<file path="src/design/cia_pkg.sv">
// Shared constants for the checked integer ALU.
// No dependencies.
package cia_pkg;
  localparam int WIDTH_DEF = 32;
  localparam logic [1:0] MODE_ADD = 2'd0;
  localparam logic [1:0] MODE_SUB = 2'd1;
  localparam logic [1:0] MODE_MUL = 2'd2;
  localparam logic [1:0] MODE_DIV = 2'd3;
  localparam logic [1:0] ERR_OK = 2'd0;
  localparam logic [1:0] ERR_OVERFLOW = 2'd1;
  localparam logic [1:0] ERR_DIV_ZERO = 2'd2;
endpackage

</file>
<file path="src/design/cia_cell.sv">
// One stage of the ALU pipeline: one multiply partial-product bit or one
// restoring division step. Depends on cia_pkg.
module cia_cell import cia_pkg::*; #(
  parameter int W = WIDTH_DEF,
  parameter int IDX = 0
) (
  input  logic           clk,
  input  logic           rst_n,
  input  logic           v_i,
  input  logic [1:0]     mode_i,
  input  logic           sgn_i,
  input  logic [W-1:0]   a_i,
  input  logic [W-1:0]   b_i,
  input  logic [W-1:0]   ma_i,
  input  logic [W-1:0]   mb_i,
  input  logic [2*W-1:0] acc_i,
  input  logic [W-1:0]   rem_i,
  output logic           v_o,
  output logic [1:0]     mode_o,
  output logic           sgn_o,
  output logic [W-1:0]   a_o,
  output logic [W-1:0]   b_o,
  output logic [W-1:0]   ma_o,
  output logic [W-1:0]   mb_o,
  output logic [2*W-1:0] acc_o,
  output logic [W-1:0]   rem_o
);
  localparam int BI = W - 1 - IDX;
  logic [W:0]     trial;
  logic [W:0]     sh;
  logic [2*W-1:0] acc_nxt;
  logic [W-1:0]   rem_nxt;
  logic           v_r;
  logic [1:0]     mode_r;
  logic           sgn_r;
  logic [W-1:0]   a_r, b_r, ma_r, mb_r, rem_r;
  logic [2*W-1:0] acc_r;

  always_comb begin
    sh = {rem_i, ma_i[BI]};
    trial = sh - {1'b0, mb_i};
    acc_nxt = acc_i;
    rem_nxt = rem_i;
    if (mode_i == MODE_MUL) begin
      // add shifted multiplicand when this multiplier bit is set
      if (mb_i[IDX])
        acc_nxt = acc_i + ({{W{1'b0}}, ma_i} << IDX);
    end else begin
      // restoring division: one quotient bit per cell, MSB first
      if (!trial[W]) begin
        rem_nxt = trial[W-1:0];
        acc_nxt[BI] = 1'b1;
      end else begin
        rem_nxt = sh[W-1:0];
      end
    end
  end

  always_ff @(posedge clk) begin
    if (!rst_n) v_r <= 1'b0;
    else v_r <= v_i;
    mode_r <= mode_i;
    sgn_r <= sgn_i;
    a_r <= a_i;
    b_r <= b_i;
    ma_r <= ma_i;
    mb_r <= mb_i;
    acc_r <= acc_nxt;
    rem_r <= rem_nxt;
  end

  assign v_o = v_r;
  assign mode_o = mode_r;
  assign sgn_o = sgn_r;
  assign a_o = a_r;
  assign b_o = b_r;
  assign ma_o = ma_r;
  assign mb_o = mb_r;
  assign acc_o = acc_r;
  assign rem_o = rem_r;
endmodule

</file>
<file path="config.mk">
export PLATFORM = sky130hd
export DESIGN_NAME = cia_cell
export DESIGN_NICKNAME = d
export VERILOG_FILES = /design/src/design/cia_pkg.sv /design/src/design/cia_cell.sv
export SDC_FILE = /design/constraint.sdc
export NUM_CORES = 1
export LEC_CHECK = 0
export ABC_CLOCK_PERIOD_IN_PS = 9400
export BUFFER_PORTS_ARGS = -buffer_cell sky130_fd_sc_hd__buf_2
export CORE_AREA = 2 2 180 182
export CTS_CLUSTER_DIAMETER = 200
export DETAILED_ROUTE_END_ITERATION = 16
export DIE_AREA = 0 0 182 184
export SYNTH_ARGS = -nofsm -noshare
export SYNTH_HDL_FRONTEND = slang
export SYNTH_SLANG_ARGS = --single-unit
</file>
<file path="constraint.sdc">
create_clock -name clk -period 9.4 [get_ports clk]
set_input_delay 1.88 -clock clk [delete_from_list [all_inputs] [get_ports clk]]
set_output_delay 1.88 -clock clk [all_outputs]
set_load 0.02 [all_outputs]
</file>
==> results of run 1 <==
routing by layer:
layer	vias up	track usage (%)	wire length (µm)
met5	-	0	59
met4	8	7.90	1170
met3	65	5.51	2660
met2	314	36.8	17400
met1	4181	20.0	12700
li1	4671	-	-
flip-flops by register name, indices dropped and copies added (netlist names):
| signal | cells |
|---|---|
| b_o | 32 |
| a_o | 32 |
| acc_o | 64 |
| mode_o | 2 |
| ma_o | 32 |
| rem_o | 32 |
| v_o | 1 |
| mb_o | 32 |
| sgn_o | 1 |
layout make-up:
type | count | area [µm²]
Sequential cell | 228 | 4560
Antenna cell | 6 | 15.0
Timing Repair Buffer | 462 | 2320
Clock inverter | 13 | 160
Fill cell | 3199 | 18000
Tap cell | 402 | 503
Clock buffer | 32 | 672
Inverter | 58 | 218
Multi-Input combinational cell | 759 | 4910
logic make-up after synthesis:
kind of cell / after synthesis / synth area share (%)
DFF: 228 / 46.4
and+or+nand+nor: 315 / 14.7
buffers and inverters: 94 / 3.79
AOI/OAI and AO/OA: 284 / 17.9
adders and majority gates: 66 / 8.56
muxes: 9 / 0.929
xor gates and xnor gates: 85 / 7.65
metrics by stage:
step | hold WS (ps) | power (W) | util [%] | cells
after floorplan | 1910 | 0.00148 | - | 1081
after global placement | 1980 | 0.00171 | 39.9 | 1909
after detailed placement | 1980 | 0.00171 | 39.9 | 1909
after CTS | 1420 | 0.00272 | 42.5 | 1954
after global routing | 1420 | 0.00282 | 42.6 | 1956
final | 1450 | 0.00268 | 42.6 | 1960
worst max-delay path, cell delays in order:
cell and delay [ps]:
buf_2 130, inv_1 60, ha_1 160, inv_1 60, fa_1 440, a211oi_2 240, nor3_1 110, o2111ai_1 340
a211oi_2 170, o31ai_4 500, xor2_4 160, buf_4 440, nor2_1 160, a221o_1 330
worst max path at each step:
stage / from / to / slack (ps) / cells after the start
4_1_cts: ma_i[31] / rem_o[26]$_DFF_P_ / 4600 / 14
2_1_floorplan: ma_i[31] / rem_o[25]$_DFF_P_ / 4950 / 13
6_report: ma_i[31] / rem_o[26]$_DFF_P_ / 4610 / 14
3_5_place_dp: ma_i[31] / rem_o[25]$_DFF_P_ / 4040 / 14
5_1_grt: ma_i[31] / rem_o[26]$_DFF_P_ / 4390 / 14
3_3_place_gp: ma_i[31] / rem_o[26]$_DFF_P_ / 4130 / 14
power by group:
group | switching, W | leakage (nW) | total, W | internal [W]
clock | 0.000406 | 0.392 | 0.000996 | 0.000589
sequential | 0.0000236 | 1.92 | 0.00107 | 0.00105
combinational | 0.000383 | 4.18 | 0.000618 | 0.000235
total | 0.000813 | 6.50 | 0.00268 | 0.00187
cell usage in the layout (no fill, tap or decap), types with 4 or more instances in the layout:
master and instances:
nand4_1 24, nand2b_1 5, nor4_1 5, a211oi_1 10
diode_2 6, o21bai_1 10, inv_1 58, buf_4 5
clkinvlp_4 5, a31oi_1 13, o21ai_1 4, xnor2_1 56
a211oi_2 4, nand3_1 28, nor2_1 91, nor3_1 17
and2_1 11, o21ai_0 62, and3_1 12, clkbuf_16 25
o21a_1 14, clkbuf_1 5, a21oi_1 101, nand2_1 100
nor2b_1 7, xor2_1 27, dfxtp_1 228, o31ai_1 8
ha_1 64, a21o_1 28, a211o_1 4, mux2i_1 8
buf_2 457
==> out/summary.txt, run 1 <==
gr usage total = 19.4%
Final Max Tran Viols = 0
layout cells sized above 1 = 33.3%
Syn. warnings = 0
via count = 9239
max cap viols = 0
area leader, netlist = dfxtp_1
first-pass GRT wire length = 50700 µm
vias in the first global route = 9264
WL final = 33900 µm
# IOs = 458
outcome = complete, no violations
hold path startpoint = b_i[1]
CP max FO = 48
Setup WS pre-CTS = 4040 ps
CTS Buf Count = 25
Clock transition at path regs = 60 ps
Area growth syn-to-layout = 36.1%
Final Cell Area = 0.0134 mm²
top-count cell post-synth = dfxtp_1
Hold Path Depth = 1
Yosys top cell area share = 46.4%
Cell Area, Synth = 0.00983 mm²
Die Area = 0.0335 mm²
sequential fraction of the synthesis area = 46.4%
worst endpoint required time = 9810 ps
initial antenna violation count = 11
DR DRC count = 0
Final setup viols = 0
Worst Setup End Kind = flip-flop
post-route ant nets = 0
leakage = 6.50 nW
ys flop type = dfxtp_1
post-synth cell types = 54
clock sinks = 228
Data arrival, critical path = 5200 ps
RSZ-0062 raised after global routing = false
Peak VDD IR = 0.153 mV
IO Port Bufs = 457
CTS tree = yes
Cell Pwr Density = 201 mW/mm²
setup TNS = 0 ps
Fin. Hold Viols = 0
Fmax achieved = 209 MHz
FF+latch count, synth = 228
core area = 0.0314 mm²
final worst setup slack = 4610 ps
CP Launch Type = input pin
GP Congestion = 0.895
initial core utilization = 31.3%
Mapped Nets = 1377
post-synthesis cell count = 1081
final net count = 1830
cts repair resizes = 0
Placement Cell Area = 0.0125 mm²
die height = 184 µm
worst slew pin tran = 945 ps
Async SR Flop Fraction = 0%
hold_buf cts = 0
relative max-transition margin = 36.8%
Routed WL per cell = 17.3 µm
clock root buffer = clkbuf_16
EDFF count, synth = 0
CTS HTree Levels = 1
synth cell count leaders = 228 x dfxtp_1, 101 x a21oi_1, 101 x nand2_1
clk buf depth = 3
largest net degree at the start of global routing = 60
total congestion overflow = 0
die extent in x = 182 µm
Final Cycle Share = 51.0%
syn_area_per_cell = 9.09 µm²
DR iter-0 viols = 372
WHS Endpoint = b_o[1]$_DFF_P_
Post-CTS Setup Inserts = 0
Tmin final = 4790 ps
TritonRoute pass-1 iters = 4
via density per instance = 4.71
class of the most critical setup path = in2reg
post-DP HPWL = 28000 µm
Area contributors post-synth = dfxtp_1 46%, ha_1 8.1%, a21oi_1 5.1%, xnor2_1 5.0%, nand2_1 3.9%
Hold Path Class = in2reg
row count = 65
No activity file was read; power rests on OpenSTA's default activity.
==> inputs of run 2 (changes only) <==
ABC_CLOCK_PERIOD_IN_PS = 4420   (was 9400)
clock period = 4.42 ns   (was 9.4 ns; I/O delays follow)
==> out/summary.txt, run 2 (synthesis results as in run 1) <==
Cell Pwr Density = 416 mW/mm² (+110%)
post-DP HPWL = 27900 µm (-0.26%)
first-pass GRT wire length = 50800 µm (+0.23%)
CTS tree = yes
Fillers = 3181 (-0.56%)
gr usage total = 19.3% (-0.090 points)
hold path startpoint = b_i[13]
clock sinks = 228 (unchanged)
die extent in x = 182 µm (unchanged)
Fin. Hold Viols = 0 (unchanged)
core area = 0.0314 mm² (unchanged)
clk buf depth = 3 (unchanged)
CTS Buf Count = 25 (unchanged)
total congestion overflow = 0 (unchanged)
max cap viols = 0 (unchanged)
post-route ant nets = 0 (unchanged)
vias in the first global route = 9403 (+1.5%)
relative max-transition margin = 37.0% (+0.21 points)
worst path bufs/invs = 4 (unchanged)
Fmax achieved = 279 MHz
CTS HTree Levels = 1 (unchanged)
Hold Path Class = in2reg
IO Port Bufs = 457 (unchanged)
final net count = 1837 (+0.38%)
Peak VDD IR = 0.307 mV (+100%)
initial antenna violation count = 15 (+4)
cts repair resizes = 0 (unchanged)
via density per instance = 4.74 (+0.55%)
Data arrival, critical path = 3990 ps (-1210 ps)
largest net degree at the start of global routing = 60 (unchanged)
CP Cell Sequence = buf_2 -> inv_1 -> ha_1 -> inv_1 -> fa_1 -> a211oi_2 -> nor3_1 -> o2111ai_1 -> a211oi_2 -> o31ai_4 -> xor2_4 -> buf_12 -> nor2_1 -> a221o_1
CP max FO = 48 (unchanged)
most frequent cells in the layout = 457 x buf_2, 228 x dfxtp_1, 101 x a21oi_1
Final Max Tran Viols = 0 (unchanged)
Post-CTS Setup Inserts = 0 (unchanged)
Worst Setup SP = ma_i[31]
slowest stage delay, CP = 510 ps (about the same)
via count = 9309 (+0.76%)
Crit path max-delay family = compound AO/OA/AOI/OAI gates
# IOs = 458 (unchanged)
DR iter-0 viols = 327 (-12%)
RSZ-0062 raised after global routing = false
Tmin final = 3590 ps
DR DRC count = 0 (unchanged)
row count = 65 (unchanged)
outcome = complete, no violations
max reg flops = 64 (unchanged)
commonest non-fill, non-tap cell in the layout = buf_2
Final setup viols = 0 (unchanged)
leakage = 6.51 nW (+0.18%)
GP Congestion = 0.880 (-1.8%)
worst slew pin tran = 942 ps (-3.09 ps)
Final Cell Area = 0.0134 mm² (about the same)
Placement Cell Area = 0.0126 mm² (+0.52%)
Clock transition at path regs = 60 ps (about the same)
class of the most critical setup path = in2reg
Reg area = 0.00456 mm² (unchanged)
Worst Setup End Kind = flip-flop
clock root buffer = clkbuf_16
CP Launch Type = input pin
hold_buf cts = 0 (unchanged)
area occupied by multi-input gates = 0.00491 mm² (unchanged)
worst endpoint required time = 4820 ps (-4990 ps)
Final Cycle Share = 81.2%
TritonRoute pass-1 iters = 5 (+1)
Worst path slowest cell = o31ai_4
layout cells sized above 1 = 33.6% (+0.30 points)
initial core utilization = 31.3% (unchanged)
WL final = 33600 µm (-0.87%)
die height = 184 µm (unchanged)
setup TNS = 0 ps (unchanged)
Area growth syn-to-layout = 36.0% (about the same)
Die Area = 0.0335 mm² (unchanged)
Routed WL per cell = 17.1 µm (-1.1%)
## run 2: cell types whose count changed in the layout (fill, tap and decap cells not counted), sizes merged
| cell | previous run | this run |
|---|---|---|
| buf | 462 | 469 |
| bufinv | 3 | 1 |
| clkbuf | 32 | 30 |
| clkinv | 4 | 5 |
## run 2: through the flow
step | total power, W | utilization, % | hold WS (ps) | std cells | setup slack [ps]
2_1_floorplan | 0.00315 | - | 912 | 1081 | 963
6_report | 0.00556 | 42.6 | 464 | 1964 | 830
3_3_place_gp | 0.00364 | 40.1 | 987 | 1916 | 394
3_5_place_dp | 0.00365 | 40.1 | 988 | 1916 | 258
4_1_cts | 0.00563 | 42.5 | 437 | 1958 | 808
5_1_grt | 0.00586 | 42.6 | 438 | 1961 | 609
## run 2: cell type report
cell class | count | share of cell area, %
flip-flops and latches | 228 | 34.1
inverters | 58 | 1.63
diodes | 6 | 0.112
clock inverters | 12 | 0.758
well taps | 402 | 3.76
multi-input cells | 759 | 36.8
repair buffers | 469 | 17.9
clock buffers | 30 | 4.97
## run 2: routing by layer
layer / GRT usage (%) / part of all wire, % / wire length [µm]
met5: 0 / 0.23 / 77
met4: 6.94 / 3.2 / 1080
met3: 5.23 / 7.6 / 2560
met2: 36.7 / 51 / 17300
met1: 20.4 / 38 / 12600
## run 2: path summary, 6_finish.rpt
check	end	slack (ps)	cells after the start
min	b_o[13]$_DFF_P_	460	1
max	rem_o[26]$_DFF_P_	830	14
## run 2: power by group
| part | internal (W) | switching (W) |
|---|---|---|
| sequential | 0.00223 | 0.0000514 |
| combinational | 0.000509 | 0.000814 |
| clock | 0.00113 | 0.000827 |
==> inputs of run 3 (changes only) <==
ABC_CLOCK_PERIOD_IN_PS = 3000   (was 4420)
clock period = 3 ns   (was 4.42 ns; I/O delays follow)
==> out/summary.txt, run 3 (synthesis results as in run 1) <==
outcome = complete, no violations
core area = 0.0314 mm² (unchanged)
area occupied by multi-input gates = 0.00497 mm² (+1.2%)
worst endpoint required time = 3420 ps (-1400 ps)
hold_buf cts = 0 (unchanged)
hold slack final = 165 ps (-299 ps)
max reg flops = 64 (unchanged)
CTS tree = yes
WHS Endpoint = b_o[8]$_DFF_P_
Peak VDD IR = 0.444 mV (+45%)
Final Cycle Share = 91.8%
CTS Buf Count = 26 (+4.0%)
clk buf depth = 3 (unchanged)
most frequent cells in the layout = 457 x buf_2, 228 x dfxtp_1, 180 x buf_4
Tmin final = 2750 ps
Hold Path Class = in2reg
clock sinks = 228 (unchanged)
gr usage total = 19.7% (+0.35 points)
layout cells sized above 1 = 41.2% (+7.6 points)
Fillers = 3086 (-3.0%)
leakage = 7.44 nW (+14%)
class of the most critical setup path = in2reg
largest net degree at the start of global routing = 36 (-40%)
via count = 10000 (+7.5%)
WL final = 34500 µm (+2.6%)
clock root buffer = clkbuf_16
Reg area = 0.00456 mm² (unchanged)
initial antenna violation count = 6 (-9)
Fin. Hold Viols = 0 (unchanged)
die height = 184 µm (unchanged)
TritonRoute pass-1 iters = 5 (unchanged)
Routed WL per cell = 16.2 µm (-5.7%)
CTS HTree Levels = 1 (unchanged)
relative max-transition margin = 54.6% (+18 points)
max cap viols = 0 (unchanged)
first-pass GRT wire length = 52400 µm (+3.1%)
Die Area = 0.0335 mm² (unchanged)
die extent in x = 182 µm (unchanged)
Worst Setup End Kind = flip-flop
post-route ant nets = 0 (unchanged)
Final setup viols = 0 (unchanged)
worst slew pin tran = 681 ps (-261 ps)
vias in the first global route = 9992 (+6.3%)
DR DRC count = 0 (unchanged)
CP Launch Type = input pin
Cell Pwr Density = 602 mW/mm² (+45%)
final net count = 2010 (+9.4%)
Clock transition at path regs = 60 ps (about the same)
Area growth syn-to-layout = 51.8%
via density per instance = 4.69 (-1.1%)
total congestion overflow = 0 (unchanged)
row count = 65 (unchanged)
commonest non-fill, non-tap cell in the layout = buf_2
CP max FO = 3 (-94%)
Hold Path Depth = 1 (unchanged)
Fmax achieved = 363 MHz
hold path startpoint = b_i[8]
setup TNS = 0 ps (unchanged)
# IOs = 458 (unchanged)
Core Util, Final = 47.5% (+4.9 points)
GP Congestion = 0.902 (+2.5%)
initial core utilization = 31.3% (unchanged)
RSZ-0062 raised after global routing = false
post-DP HPWL = 29000 µm (+3.7%)
IO Port Bufs = 457 (unchanged)
DR iter-0 viols = 395 (+21%)
Data arrival, critical path = 3170 ps (-820 ps)
Final Max Tran Viols = 0 (unchanged)
run 3: final cells by class:
cell class | instances | share of cell area, %
inverter | 58 | 1.54
clock inverter | 15 | 1.37
tap | 402 | 3.37
sequential | 228 | 30.6
clock buffer | 30 | 4.81
multi-input combinational | 759 | 33.3
antenna | 3 | 0.0503
timing repair buffer | 641 | 24.9
run 3: how the worst max path moves through the flow:
| stage | startpoint | endpoint | slack [ps] |
|---|---|---|---|
| floorplan | ma_i[31] | rem_o[25]$_DFF_P_ | -30 |
| global placement | ma_i[31] | rem_o[21]$_DFF_P_ | -370 |
| detailed placement | ma_i[0] | acc_o[62]$_DFF_P_ | -440 |
| CTS | acc_i[0] | acc_o[54]$_DFF_P_ | 110 |
| global route | acc_i[0] | acc_o[28]$_DFF_P_ | 40 |
| finish | ma_i[31] | rem_o[26]$_DFF_P_ | 250 |
run 3: repair_timing:
item | in CTS | in global routing
buffers inserted | 0 | 1
endpoints found under the setup margin | 0 | 26
gates resized for setup | 0 | 5
run 3: per-layer routing:
| metal | GRT usage [%] | part of all wire [%] | vias to the layer above |
|---|---|---|---|
| met2 | 36.8 | 51 | 361 |
| met4 | 5.10 | 1.9 | 4 |
| met3 | 4.75 | 8.0 | 56 |
| li1 | - | - | 5035 |
| met1 | 22.3 | 39 | 4554 |
| met5 | 0 | 0.078 | - |
run 3: power by group:
part / leakage [nW] / switching, W / internal, W
registers: 1.92 / 0.0000747 / 0.00328
logic: 5.07 / 0.00127 / 0.000987
clock network: 0.453 / 0.00130 / 0.00206
run 3: worst max-delay path: stages:
cell and delay, ps:
buf_2 150, inv_12 60, ha_4 140, inv_2 40, fa_2 340, a211oi_2 240
nor3_2 90, buf_4 140, o21ai_0 250, a21oi_1 150, o31a_1 370, nand2_1 80
nand2_1 60, xor2_1 150, a221o_1 300
run 3: stage by stage:
step	power [W]	std cells	setup slack [ps]	instance area (µm²)
4_1_cts	0.00909	2132	113	14900
5_1_grt	0.00942	2136	38.3	14900
2_1_floorplan	0.00465	1081	-27.7	9870
6_report	0.00898	2136	247	14900
3_3_place_gp	0.00567	2087	-370	14000
3_5_place_dp	0.00568	2087	-436	14000
